### src/hw/rtl/lsvm_ram.sv
module lsvm_ram #(
	parameter int WIDTH = 32,
	parameter int DEPTH = 48
) (
	input  logic                     clk,
	input  logic                     we,
	input  logic [$clog2(DEPTH)-1:0] waddr,
	input  logic [WIDTH-1:0]         wdata,
	input  logic [$clog2(DEPTH)-1:0] raddr,
	output logic [WIDTH-1:0]         rdata
);

	logic [WIDTH-1:0] mem_q [DEPTH];

	always_ff @(posedge clk) begin
		if (we) begin
			mem_q[waddr] <= wdata;
		end
		rdata <= mem_q[raddr];
	end

endmodule

### config.mk
export PLATFORM = sky130hd
export DESIGN_NAME = lsvm_ram
export DESIGN_NICKNAME = d
export VERILOG_FILES = /design/src/hw/rtl/lsvm_ram.sv
export SDC_FILE = /design/constraint.sdc
export NUM_CORES = 1
export LEC_CHECK = 0
export BUFFER_PORTS_ARGS = -buffer_cell sky130_fd_sc_hd__buf_2
export CORE_MARGIN = 10
export CORE_UTILIZATION = 55
export CTS_CLUSTER_DIAMETER = 60
export CTS_CLUSTER_SIZE = 24
export DETAILED_ROUTE_END_ITERATION = 7
export GPL_ROUTABILITY_DRIVEN = 0
export PLACE_DENSITY_LB_ADDON = 0.08
export REMOVE_ABC_BUFFERS = 1
export SLEW_MARGIN = 25
export SYNTH_ARGS = -nofsm -noshare
export SYNTH_HDL_FRONTEND = slang
export SYNTH_SLANG_ARGS = --single-unit
### constraint.sdc
create_clock -name clk -period 3.99 [get_ports clk]
set_input_delay 0.798 -clock clk [delete_from_list [all_inputs] [get_ports clk]]
set_output_delay 0.798 -clock clk [all_outputs]
set_load 0.005 [all_outputs]
After elaboration in Yosys (flattened, before gate mapping)
Memory sizes are Yosys's and may differ from the RTL's. A register that Yosys moved wholly into a read port is not among the register bits.
Cells that the tools add are included.
{"block": "totals", "ff_bits": 0, "latch_bits": 0, "ram_bits": 1536, "mem_bits_ro": 0, "input_bits": 46, "output_inout_bits": 32, "wordCells": 3, "n_memories": 1}
{"name": "mem_q", "depth": 48, "width": 32, "rd": 1, "rd_clocked_by_memory_dff": 1, "wr": 1, "line_no": "13", "text": "logic [WIDTH-1:0] mem_q [DEPTH];"}
{"block": "classes", "addsub": 0, "multipliers": 0, "div": 0, "order_cmp": 0, "n_eq_ne": 0, "shift": 0, "mux": 2, "bitwise_logic": 0, "reduce_logical": 0}
{"cell": "two-way mux 1 bit", "n": 2}

Logic depth before layout (Yosys ltp)
{"block": "logic_depth", "word_depth": 2, "depth_mapped": 9, "mapped_depth_nobuf": 5}

Least setup slack after synthesis
No wires, ideal clock.
{"block": "synth_timing", "kind": "input to register", "startpoint": "input waddr[3]", "endpoint": "memory mem_q[18][0] (enable)", "arrival_time_ns": 3.488, "required_time_ns": 3.529, "slack_ns": 0.041, "cell_stages": 3, "path_buffers": 0, "cell_sequence": "nor4bb_1 > nand2_1 > nor3_1"}
{"item": "start: declaration", "line_no": "7", "text": "input logic [$clog2(DEPTH)-1:0] waddr,"}
{"item": "end: declaration", "line_no": "13"}
Straight into the memory's write port.

==> metrics.md <==
| Metric | Value |
|---|---|
| TritonCTS Sinks | roughly 1.6k |
| Non-filler cells, final | roughly 4.6k |
| Clk slew on worst S/H paths | 80 ps |
| Die H | 350.7 µm |
| Async S/R FF share, synth | 0 |
| Filler Cells Inserted | 7462 |
| FF/Latch Area | 46760 µm² |
| Synth Warn # | 0 |
| Pleak | about 22 nW |
| Gate Count Post-Synth | 2912 |
| Postcts setup bufs | 0 |
| Arrival time worst endpoint | 3110 ps |
| DP Wirelength | between 70000 and 80000 µm |
| Die ar. | about 120000 µm² |
| Post-synthesis average cell area | slightly above 20 µm² |
| Later-pin clock latency in the skew report | 730 ps |
| Placed cells | 4364 |
| Maxcap violations | 0 |
| Rows | 121 |
| Port bufs | between 70 and 80 |
| Highest Clock Rate | 395.3 MHz |
| Nets@finish | 3111 |
| RSZ-0062 raised after global routing | no |
| Global route overflow | 0 |
| Die width | 350.7 µm |
| Final Skew | 43.71 ps |
| Peak VDD IR | 360.5 µV |
| Fin crit period | 2530 ps |
| PD cells | 478.8 nW/µm² |
| H-tree Lvls | 3 |
| Drt first pass iters | 6 |
| Core Area | 108700 µm² |
| Count leader, synth | edfxtp_1 |
| Top cells by area, synth | edfxtp_1 (77%), mux2i_1 (8.5%), mux4_2 (6.0%) |
| CP Max Fanout | 61 |
| Vias/cell | roughly 6.5 |
| Max layer used | met5 |
| Worst-Margin Slew | 968.5 ps |
| Worst min path class | input pin to flip-flop |
| Residual DRC | 0 |
| Vias in the first global route | between 20k and 30k |
| TritonCTS Buffers | between 100 and 150 |
| Slew Limit Fails | 0 |
| Layout overhead on the synthesized area | 11.96% |
| Outcome | finished, final reports clean |
| CTS tree | yes |
| CP Data Required Time | 4570 ps |
| Multi-input logic area | 12730 µm² |
| 1st-iter DRT viols | 3348 |
| Hold Slack | 700.3 ps |
| Yosys top cell area share | 0.7667 |
| Dominant synthesized flop cell | edfxtp_1 |
| Yosys cell types | 30 |
| Antenna Nets Post-Route | 0 |
| Slew headroom | 0.3543 |
| Yosys top cell by area | edfxtp_1 |
| Most frequent cells after synthesis | edfxtp_1 (1536), mux2i_1 (512), mux4_2 (160), a22oi_1 (128), clkbuf_1 (71) |
| First-pass GRT wire length | 212300 µm |
| Post-synth EDFFs | 1536 |
| Routed len/inst | between 30 and 40 µm |
| Final Hold Fails | 0 |
| Initial antenna violation count | 8 |
| CTS root buffer | clkbuf_16 |
| Met2 WL | 70170 µm |
| CTS hold repair buffers | 0 |
| Seq/Total Area, Yosys | 0.7773 |
| Total wire length | 147400 µm |
| Final-report setup violation count | 0 |
| Met3 WL post-DR | 11660 µm |
| GRT Overall Usage | 0.2398 |
| Initial core utilization | 0.5535 |
| Largest net degree at the start of global routing | 62 |
| DRT met1 WL | around 63000 µm |
| Crit path launch type | input pin |
| Layout cells sized above 1 | 0.2113 |
| Via count | 29.67k |
| Synthesis-stage register bit count | 1568 |
| Worst setup EP type | flip-flop |
| I/O Pins | approximately 80 |
| Post-CTS Resized | 0 |
| Slack of the worst reg-to-reg path | 2070 ps |
| Clk buf depth | 3 |
| Crit Path Class | input pin to flip-flop |
| Period utilization | 0.6340 |
| Area of the mapped netlist | 60160 µm² |
[flip-flops by register name, summed over array words and instances, names as in the netlist]
signal and flops:
rdata 32, mem_q 1536
[through the flow]
stage	instance area, µm²	worst slack [ps]	setup TNS [ps]	total power [mW]	utilization
final	67360	1460	0	32.25	0.6197
after global routing	67350	1370	0	33.24	0.6196
after CTS	67350	1522	0	32.47	0.6196
after detailed placement	63250	757.5	0	20.35	0.5819
after global placement	63250	771.9	0	20.30	0.5819
after floorplan	59110	-2143	-67540	19.35	-
[worst max-delay path, stage by stage]
cell	delay, ps
buf_8	350
buf_12	390
mux4_2	590
mux4_2	480
nand2_1	190
o41ai_2	110
[where the power goes]
group          switching (mW)  leakage, nW  internal [mW]  total [mW]
Sequential             0.0605         14.1           18.2        18.3
Combinational            1.07         6.27          0.628        1.70
Clock                    6.34         1.96           5.95        12.3
[worst paths after layout]
kind / from / end / depth (start not counted)
worst max-delay path: raddr[0] / rdata[21]$_DFF_P_ / 6
worst min-delay path: wdata[19] / mem_q[44][19]$_DFFE_PP_ / 1
worst max register to register: mem_q[47][2]$_DFFE_PP_ / rdata[2]$_DFF_P_ / 4
worst min register to register: mem_q[22][20]$_DFFE_PP_ / rdata[20]$_DFF_P_ / 4
[cell usage in the layout, fill, tap and decap left out, types with 24 or more instances in the layout]
cell type  count
buf_2         73
inv_6         24
a22oi_1      128
a22o_1        64
edfxtp_1    1536
clkinv_8      29
mux4_2       160
clkbuf_16    114
o22ai_1       32
nor2_4        45
dfxtp_1       32
buf_4         92
nand2_1       38
a221oi_1      64
a21oi_1       64
buf_12        45
mux2i_1      512
o41ai_2       32
[layout make-up]
| type | instances | share of cell area |
|---|---|---|
| timing repair buffer | 212 | 0.02944 |
| tap | 1414 | 0.02627 |
| sequential | 1568 | 0.6943 |
| clock inverter | 97 | 0.01824 |
| multi-input combinational | 1170 | 0.1890 |
| clock buffer | 119 | 0.04263 |
| antenna | 4 | 0.0001486 |
[per-layer routing]
layer  GRT usage  up-vias
li1            -    12460
met1      0.3569    15830
met2      0.3796     1194
met3     0.03436      182
met4     0.05177        6
met5           0        -
[cell families after synthesis]
| family | Yosys count | share of synthesized area |
|---|---|---|
| AO/OA/AOI/OAI | 384 | 0.05191 |
| buffers and inverters | 174 | 0.01743 |
| flip-flops | 1568 | 0.7773 |
| multiplexers | 672 | 0.1451 |
| AND/OR/NAND/NOR | 114 | 0.008257 |
(Power assumes the default switching activity.)
