File: src/hw/rtl/lsvm_pkg.sv
package lsvm_pkg;

	localparam int MAX_VECTORS_DEF = 16;
	localparam int MODELS          = 3;
	localparam int FEAT_W          = 16;
	localparam int CNT_W           = 5;
	localparam int DEC_W           = 48;
	localparam int PROD_W          = 32;
	localparam int DOT_W           = 33;
	localparam int TERM_W          = 49;
	localparam int ACC_W           = 56;
	localparam int CFG_IDX_W       = 3;
	localparam int TAG_W           = 2;

	localparam logic FUNC_LOAD     = 1'b0;
	localparam logic FUNC_CLASSIFY = 1'b1;

	localparam logic [CFG_IDX_W-1:0] CFG_COUNT_A  = 3'd0;
	localparam logic [CFG_IDX_W-1:0] CFG_COUNT_B  = 3'd1;
	localparam logic [CFG_IDX_W-1:0] CFG_COUNT_C  = 3'd2;
	localparam logic [CFG_IDX_W-1:0] CFG_OFFSET_A = 3'd3;
	localparam logic [CFG_IDX_W-1:0] CFG_OFFSET_B = 3'd4;
	localparam logic [CFG_IDX_W-1:0] CFG_OFFSET_C = 3'd5;

	localparam logic [1:0] CLASS_0 = 2'd0;
	localparam logic [1:0] CLASS_1 = 2'd1;
	localparam logic [1:0] CLASS_2 = 2'd2;

	typedef logic signed [FEAT_W-1:0] feat_t;
	typedef logic signed [DEC_W-1:0]  dec_t;
	typedef logic [CNT_W-1:0]         cnt_t;

	typedef enum logic [2:0] {
		ST_IDLE,
		ST_RUN,
		ST_DRAIN,
		ST_FINISH,
		ST_DONE
	} state_t;

	typedef struct packed {
		logic clear;
		logic finish;
	} mac_ctrl_t;

endpackage

File: src/hw/rtl/lsvm_mac.sv
module lsvm_mac (
	input  logic                                clk,
	input  logic                                arst_n,
	input  lsvm_pkg::mac_ctrl_t                 ctrl,
	input  logic                                in_valid,
	input  logic [lsvm_pkg::TAG_W-1:0]          in_tag,
	input  lsvm_pkg::feat_t                     vec_x,
	input  lsvm_pkg::feat_t                     vec_y,
	input  lsvm_pkg::feat_t                     alpha,
	input  lsvm_pkg::feat_t                     smp_x,
	input  lsvm_pkg::feat_t                     smp_y,
	input  lsvm_pkg::dec_t                      bias [lsvm_pkg::MODELS],
	output logic                                busy,
	output lsvm_pkg::dec_t                      dec [lsvm_pkg::MODELS]
);

	import lsvm_pkg::*;

	localparam logic signed [ACC_W-1:0] SAT_HI = ACC_W'(signed'({1'b0, {(DEC_W-1){1'b1}}}));
	localparam logic signed [ACC_W-1:0] SAT_LO = -SAT_HI - ACC_W'(1);

	logic                     vld_s1, vld_s2, vld_s3;
	logic [TAG_W-1:0]         tag_s1, tag_s2, tag_s3;
	logic signed [PROD_W-1:0] px_s1, py_s1;
	feat_t                    a_s1, a_s2;
	logic signed [DOT_W-1:0]  dot_s2;
	logic signed [TERM_W-1:0] term_s3;
	logic signed [ACC_W-1:0]  acc_q [MODELS];
	logic signed [ACC_W-1:0]  total [MODELS];

	always_ff @(posedge clk or negedge arst_n) begin
		if (!arst_n) begin
			vld_s1 <= 1'b0;
			vld_s2 <= 1'b0;
			vld_s3 <= 1'b0;
		end else begin
			vld_s1 <= in_valid;
			vld_s2 <= vld_s1;
			vld_s3 <= vld_s2;
		end
	end

	// feature products, then dot product, then scale by alpha
	always_ff @(posedge clk) begin
		tag_s1  <= in_tag;
		px_s1   <= PROD_W'(vec_x) * PROD_W'(smp_x);
		py_s1   <= PROD_W'(vec_y) * PROD_W'(smp_y);
		a_s1    <= alpha;
		tag_s2  <= tag_s1;
		dot_s2  <= DOT_W'(px_s1) + DOT_W'(py_s1);
		a_s2    <= a_s1;
		tag_s3  <= tag_s2;
		term_s3 <= TERM_W'(dot_s2) * TERM_W'(a_s2);
	end

	always_comb begin
		for (int k = 0; k < MODELS; k++) begin
			total[k] = acc_q[k] + ACC_W'(bias[k]);
		end
	end

	always_ff @(posedge clk) begin
		for (int k = 0; k < MODELS; k++) begin
			if (ctrl.clear) begin
				acc_q[k] <= '0;
			end else if (vld_s3 && tag_s3 == TAG_W'(k)) begin
				acc_q[k] <= acc_q[k] + ACC_W'(term_s3);
			end
			if (ctrl.finish) begin
				if (total[k] > SAT_HI) begin
					dec[k] <= DEC_W'(SAT_HI);
				end else if (total[k] < SAT_LO) begin
					dec[k] <= DEC_W'(SAT_LO);
				end else begin
					dec[k] <= total[k][DEC_W-1:0];
				end
			end
		end
	end

	assign busy = in_valid | vld_s1 | vld_s2 | vld_s3;

endmodule
File: config.mk
export PLATFORM = sky130hd
export DESIGN_NAME = lsvm_mac
export DESIGN_NICKNAME = d
export VERILOG_FILES = /design/src/hw/rtl/lsvm_pkg.sv /design/src/hw/rtl/lsvm_mac.sv
export SDC_FILE = /design/constraint.sdc
export NUM_CORES = 2
export LEC_CHECK = 0
export ABC_AREA = 0
export BUFFER_PORTS_ARGS = -buffer_cell sky130_fd_sc_hd__clkbuf_2
export CAP_MARGIN = 10
export CORE_UTILIZATION = 50
export DETAILED_ROUTE_END_ITERATION = 8
export GPL_ROUTABILITY_DRIVEN = 0
export PLACE_DENSITY = 0.66
export SYNTH_ARGS = -nofsm -noshare
export SYNTH_HDL_FRONTEND = slang
export SYNTH_SLANG_ARGS = --single-unit
File: constraint.sdc
create_clock -name clk -period 8.55 [get_ports clk]
set_input_delay 0.855 -clock clk [delete_from_list [all_inputs] [get_ports clk]]
set_output_delay 0.855 -clock clk [all_outputs]
set_load 0.005 [all_outputs]
## Yosys cells after proc, flatten, opt, wreduce, memory -nomap -nowiden

Memory sizes are Yosys's and may differ from the RTL's.
Cells that the tools add are included.

| operators by class | value |
|---|---|
| $add $sub $neg | 7 |
| multipliers | 3 |
| div/mod/pow operators | 0 |
| $lt $le $gt $ge | 6 |
| equal/unequal tests | 2 |
| shift-type cells | 0 |
| mux-type cells | 17 |
| bitwise gates (word level) | 6 |
| reductions and logical operators | 4 |

Operator list:

| cell | number |
|---|---|
| adder 56 x 48 -> 56 bit | 3 |
| adder 56 x 49 -> 56 bit | 3 |
| greater-than comparator 56 x 48 -> 1 bit (second input constant) | 3 |
| < comparator 56 x 48 -> 1 bit (second input constant) | 3 |
| two-way mux 56 bit | 3 |
| two-way mux 48 bit | 3 |
| multiplier 16 x 16 -> 32 bit | 2 |
| multiplier 33 x 16 -> 49 bit | 1 |
| adder 32 x 32 -> 33 bit | 1 |
| two-way mux 1 bit | 11 |
| bitwise OR 1 bit | 6 |
| logical AND 1 bit | 3 |
| equality test 2 x 1 -> 1 bit (second input constant) | 1 |
| equality test 2 bit (second input constant) | 1 |
| logical NOT 2 bit | 1 |

| storage, ports and cells | value |
|---|---|
| flip-flop bits (word level) | 331 |
| latch bits | 0 |
| RAM bits | 168 |
| memory bits (read-only) | 0 |
| output and inout port bits | 145 |
| memories | 1 |

Memory list:

| name | depth | width | read ports | clocked after Yosys merged registers in | wr ports | line | text |
|---|---|---|---|---|---|---|---|
| acc_q | 3 | 56 | 3 | 0 | 3 | lsvm_mac.sv:28 | `logic signed [ACC_W-1:0] acc_q [MODELS];` |

## Logic depth before layout (Yosys ltp)

| depth | value |
|---|---|
| word-level depth | 6 |
| gate-level depth with buffers | 27 |
| depth with buffers taken out | 26 |

## Worst setup path after synthesis

Ideal clock, no wire load.

| timing | value |
|---|---|
| kind | input-to-reg |
| from | input port vec_x[10] |
| to | register px_s1[31] |
| library setup time | 0.072 ns |
| arrival | 6.911 ns |
| data required time | 8.478 ns |
| path slack | 1.567 ns |
| cell stages on the path | 24 |
| buffers on the path | 1 |
| cells stage by stage | clkbuf_1 nand2_1 fa_1 inv_1 fa_1 inv_1 fa_1 fa_1 fa_1 fa_1 inv_1 ha_1 and3_1 and3_1 a21oi_1 a21bo_2 o41ai_1 o211ai_1 nand2_1 a21oi_1 o41ai_1 o21bai_1 a21oi_1 xnor2_1 |

| on the way | value |
|---|---|
| word-level cells in the longest chain between the ends | 1 |

Ends and longest elaborated chain:

| element | line | text |
|---|---|---|
| start, declared | lsvm_mac.sv:7 | `input lsvm_pkg::feat_t vec_x,` |
| multiplier 16 x 16 -> 32 bit | lsvm_mac.sv:46 | `px_s1 <= PROD_W'(vec_x) * PROD_W'(smp_x);` |
| end signal, assigned | lsvm_mac.sv:46 |  |
| end, declared | lsvm_mac.sv:24 | `logic signed [PROD_W-1:0] px_s1, py_s1;` |

No other way between the ends.
A chain may end at the register's enable or synchronous reset.

## Worst setup path after layout

| timing | value |
|---|---|
| from | register a_s2[2] |
| to | register term_s3[48] |

| on the way | value |
|---|---|
| word-level cells in the longest chain between the ends | 1 |

Ends and longest elaborated chain:

| element | line | text |
|---|---|---|
| start, declared | lsvm_mac.sv:25 | `feat_t a_s1, a_s2;` |
| start signal, assigned | lsvm_mac.sv:51 | `a_s2 <= a_s1;` |
| multiplier 33 x 16 -> 49 bit | lsvm_mac.sv:53 | `term_s3 <= TERM_W'(dot_s2) * TERM_W'(a_s2);` |
| end signal, assigned | lsvm_mac.sv:53 |  |
| end, declared | lsvm_mac.sv:27 | `logic signed [TERM_W-1:0] term_s3;` |

No other way between the ends.

==> metrics.txt <==
Startpoint Class=flop; Die Ht=381.5 µm; Slew @ Worst Pin=0.9943 ns; CP max FO=21; Max Slew Vio Count=0; initial antenna violation count=4; Yosys reg bits=499; synth cell count leaders=inv_1 (1282), fa_1 (1031), nand2_1 (827), ha_1 (642), and2_1 (422); Critical Path AT=8.08 ns; total clock sinks=499; synth warn=0; fraction of layout cells with a size suffix above 1=7.807%; post-synthesis average cell area=9.193 µm²; clock root buffer=clkbuf_16; CP top delay family=adder cells; Residual DRC=0; die area=145600 µm²; setup bufs post-CTS=0; Core Box Area=142300 µm²; CP required=9.10 ns; Detailed Routing Iterations Pass 1=6; wirelength, routed=190400 µm; CP max-delay cell=dfxtp_1; Tcrit/Tclk final=88.12%; CP Class=flop to flop; vias in the first global route=56650; ys async rst share=0.6012%; Post-Synthesis Cells=7834; maxcap violations=0; skew final=0.05933 ns; Post-synth EDFFs=312; Tmin final=7.534 ns; register clock-pin slew on the reported worst setup and hold paths=0.06 ns; post-DR vias/cell=5.554; Buf/Inv on CP=4; total CTS buffers=57; FMAX=132.7 MHz; sequential area share after synthesis=18.23%; GRT Residual Overflow=0; status=finished clean; Starting Density=50.62%; first-pass GRT wire length=305000 µm; Netlist Area Pre-Place=72020 µm²; # H-tree levels=2; post-route ant nets=0; CP Capture Type=flop; CTS tree=built; Critical Path, Cell by Cell=buf_4, nand2_1, fa_1, fa_1, fa_1, inv_1, fa_1, fa_1, inv_1, fa_1, inv_1, ha_1, o21ai_0, o21ai_1, a21o_1, a221oi_2, a31oi_1, a41oi_2, o211ai_1, a221o_1, a31o_2, a41o_1, a21oi_1, xnor2_1; Iter 0 DRT Violations=3877; wire length per cell=19.07 µm; post-synth top area cell=fa_1; worst skew pair latency=0.70 ns; Layout Area Growth over Synthesis=7.598%; max_slew headroom=32.85%; final hold viol count=0; RSZ-0062 raised after global routing=false; IO Pins=376; Setup TNS Final=0 ns; Synth cell types=108; Yosys top cell area share=28.66%; largest net degree at the start of global routing=74; Buffers on Ports=375; Mapped Nets=9738; worst hold path class=primary input to flop; slowest stage delay, CP=0.63 ns; HPWL after DPL=155400 µm; Vias=55470; fin nets=9953; Top FF cell, synth=edfxtp_1; die width=381.5 µm; global-route usage over all layers=26.24%; most common cell in the netlist=inv_1; Final setup viols=0; CP dominant cell by count=fa_1; top cells by area, synth=fa_1 (29%), edfxtp_1 (13%), ha_1 (11%); Site Rows=138; CTS Buffer Depth=3
-- placed cells by master (no fill, tap or decap), drive strengths merged, types with 166 or more instances in the layout --
cell / netlist / final
a21o: 281 / 281
a21oi: 423 / 423
and2: 422 / 422
clkbuf: 233 / 438
dfxtp: 184 / 184
edfxtp: 312 / 312
fa: 1031 / 1031
ha: 642 / 642
inv: 1282 / 1287
nand2: 828 / 828
nor2: 380 / 380
o21ai: 325 / 325
xnor2: 258 / 258
xor2: 166 / 166
-- flip-flops by register name (all words and copies together), names as in the netlist --
| register | flops |
|---|---|
| a_s1 | 16 |
| tag_s3 | 2 |
| py_s1 | 32 |
| a_s2 | 16 |
| vld_s1 | 1 |
| tag_s1 | 2 |
| term_s3 | 49 |
| px_s1 | 32 |
| vld_s3 | 1 |
| vld_s2 | 1 |
| acc_q | 168 |
| dec | 144 |
| tag_s2 | 2 |
| dot_s2 | 33 |
-- layout make-up --
cell class,count,area [µm²]
multi-input combinational,5783,52920
clock buffer,64,1473
fill,12920,64790
timing repair buffer,425,2273
clock inverter,41,508.0
inverter,1283,4816
sequential,499,13130
tap,1890,2365
antenna,2,5.005
-- timing repair --
item,4_1_cts,5_1_grt
gates resized for setup,0,0
hold endpoints to repair,3,0
hold buffers,1,0
-- per-layer routing --
metal	track usage, %	part of all wire (%)
met1	34.86	43
met2	43.52	46
met3	3.456	6.4
met4	10.11	4.3
met5	0	0.014
-- logic make-up (layout without fill, tap and decap cells) --
group / after synthesis / after routing / share of synthesized area (%)
compound gates: 1522 / 1522 / 13.87
other cells: 0 / 2 / 0
buf+inv: 1552 / 1813 / 8.428
simple gates: 2161 / 2161 / 14.45
flops: 499 / 499 / 18.23
mux: 3 / 3 / 0.04170
xor+xnor: 424 / 424 / 5.167
fa+ha+maj: 1673 / 1673 / 39.81
-- worst reg2reg max path, stage by stage, from the launching register on --
cell and delay, ns:
dfxtp_1 0.63, buf_4 0.37, nand2_1 0.12, fa_1 0.50
fa_1 0.51, fa_1 0.52, inv_1 0.05, fa_1 0.50
fa_1 0.49, inv_1 0.05, fa_1 0.48, inv_1 0.04
ha_1 0.33, o21ai_0 0.26, o21ai_1 0.10, a21o_1 0.19
a221oi_2 0.30, a31oi_1 0.23, a41oi_2 0.34, o211ai_1 0.21
a221o_1 0.44, a31o_2 0.30, a41o_1 0.25, a21oi_1 0.17
xnor2_1 0.08
-- metrics by stage --
stage                     cells  util [%]  hold slack, ns  worst slack [ns]  area, µm²
after floorplan            7834         -          0.3096             1.567      72020
after global placement     9878     53.05          0.3109            0.7203      75470
after detailed placement   9878     53.05          0.3136            0.6884      75470
after CTS                  9984     54.44          0.2231             1.018      77460
after global routing       9987     54.46          0.2396            0.5726      77490
final                      9987     54.46          0.2718             1.016      77490
-- path summary, 6_finish.rpt --
path                          start          end  slack (ns)  depth (start not counted)
setup / recovery            a_s2[2]  term_s3[48]        1.02                         24
hold / removal             alpha[0]      a_s1[0]        0.27                          1
setup reg to reg            a_s2[2]  term_s3[48]        1.02                         24
hold reg to reg            a_s1[14]     a_s2[14]        0.33                          0
max in group asynchronous    arst_n       vld_s2        7.93                          2
min in group asynchronous    arst_n       vld_s1        0.49                          2
Power is left out: the tool's default activity adds up to more than one toggle a clock period on the data nets, which glitch-free logic cannot reach.
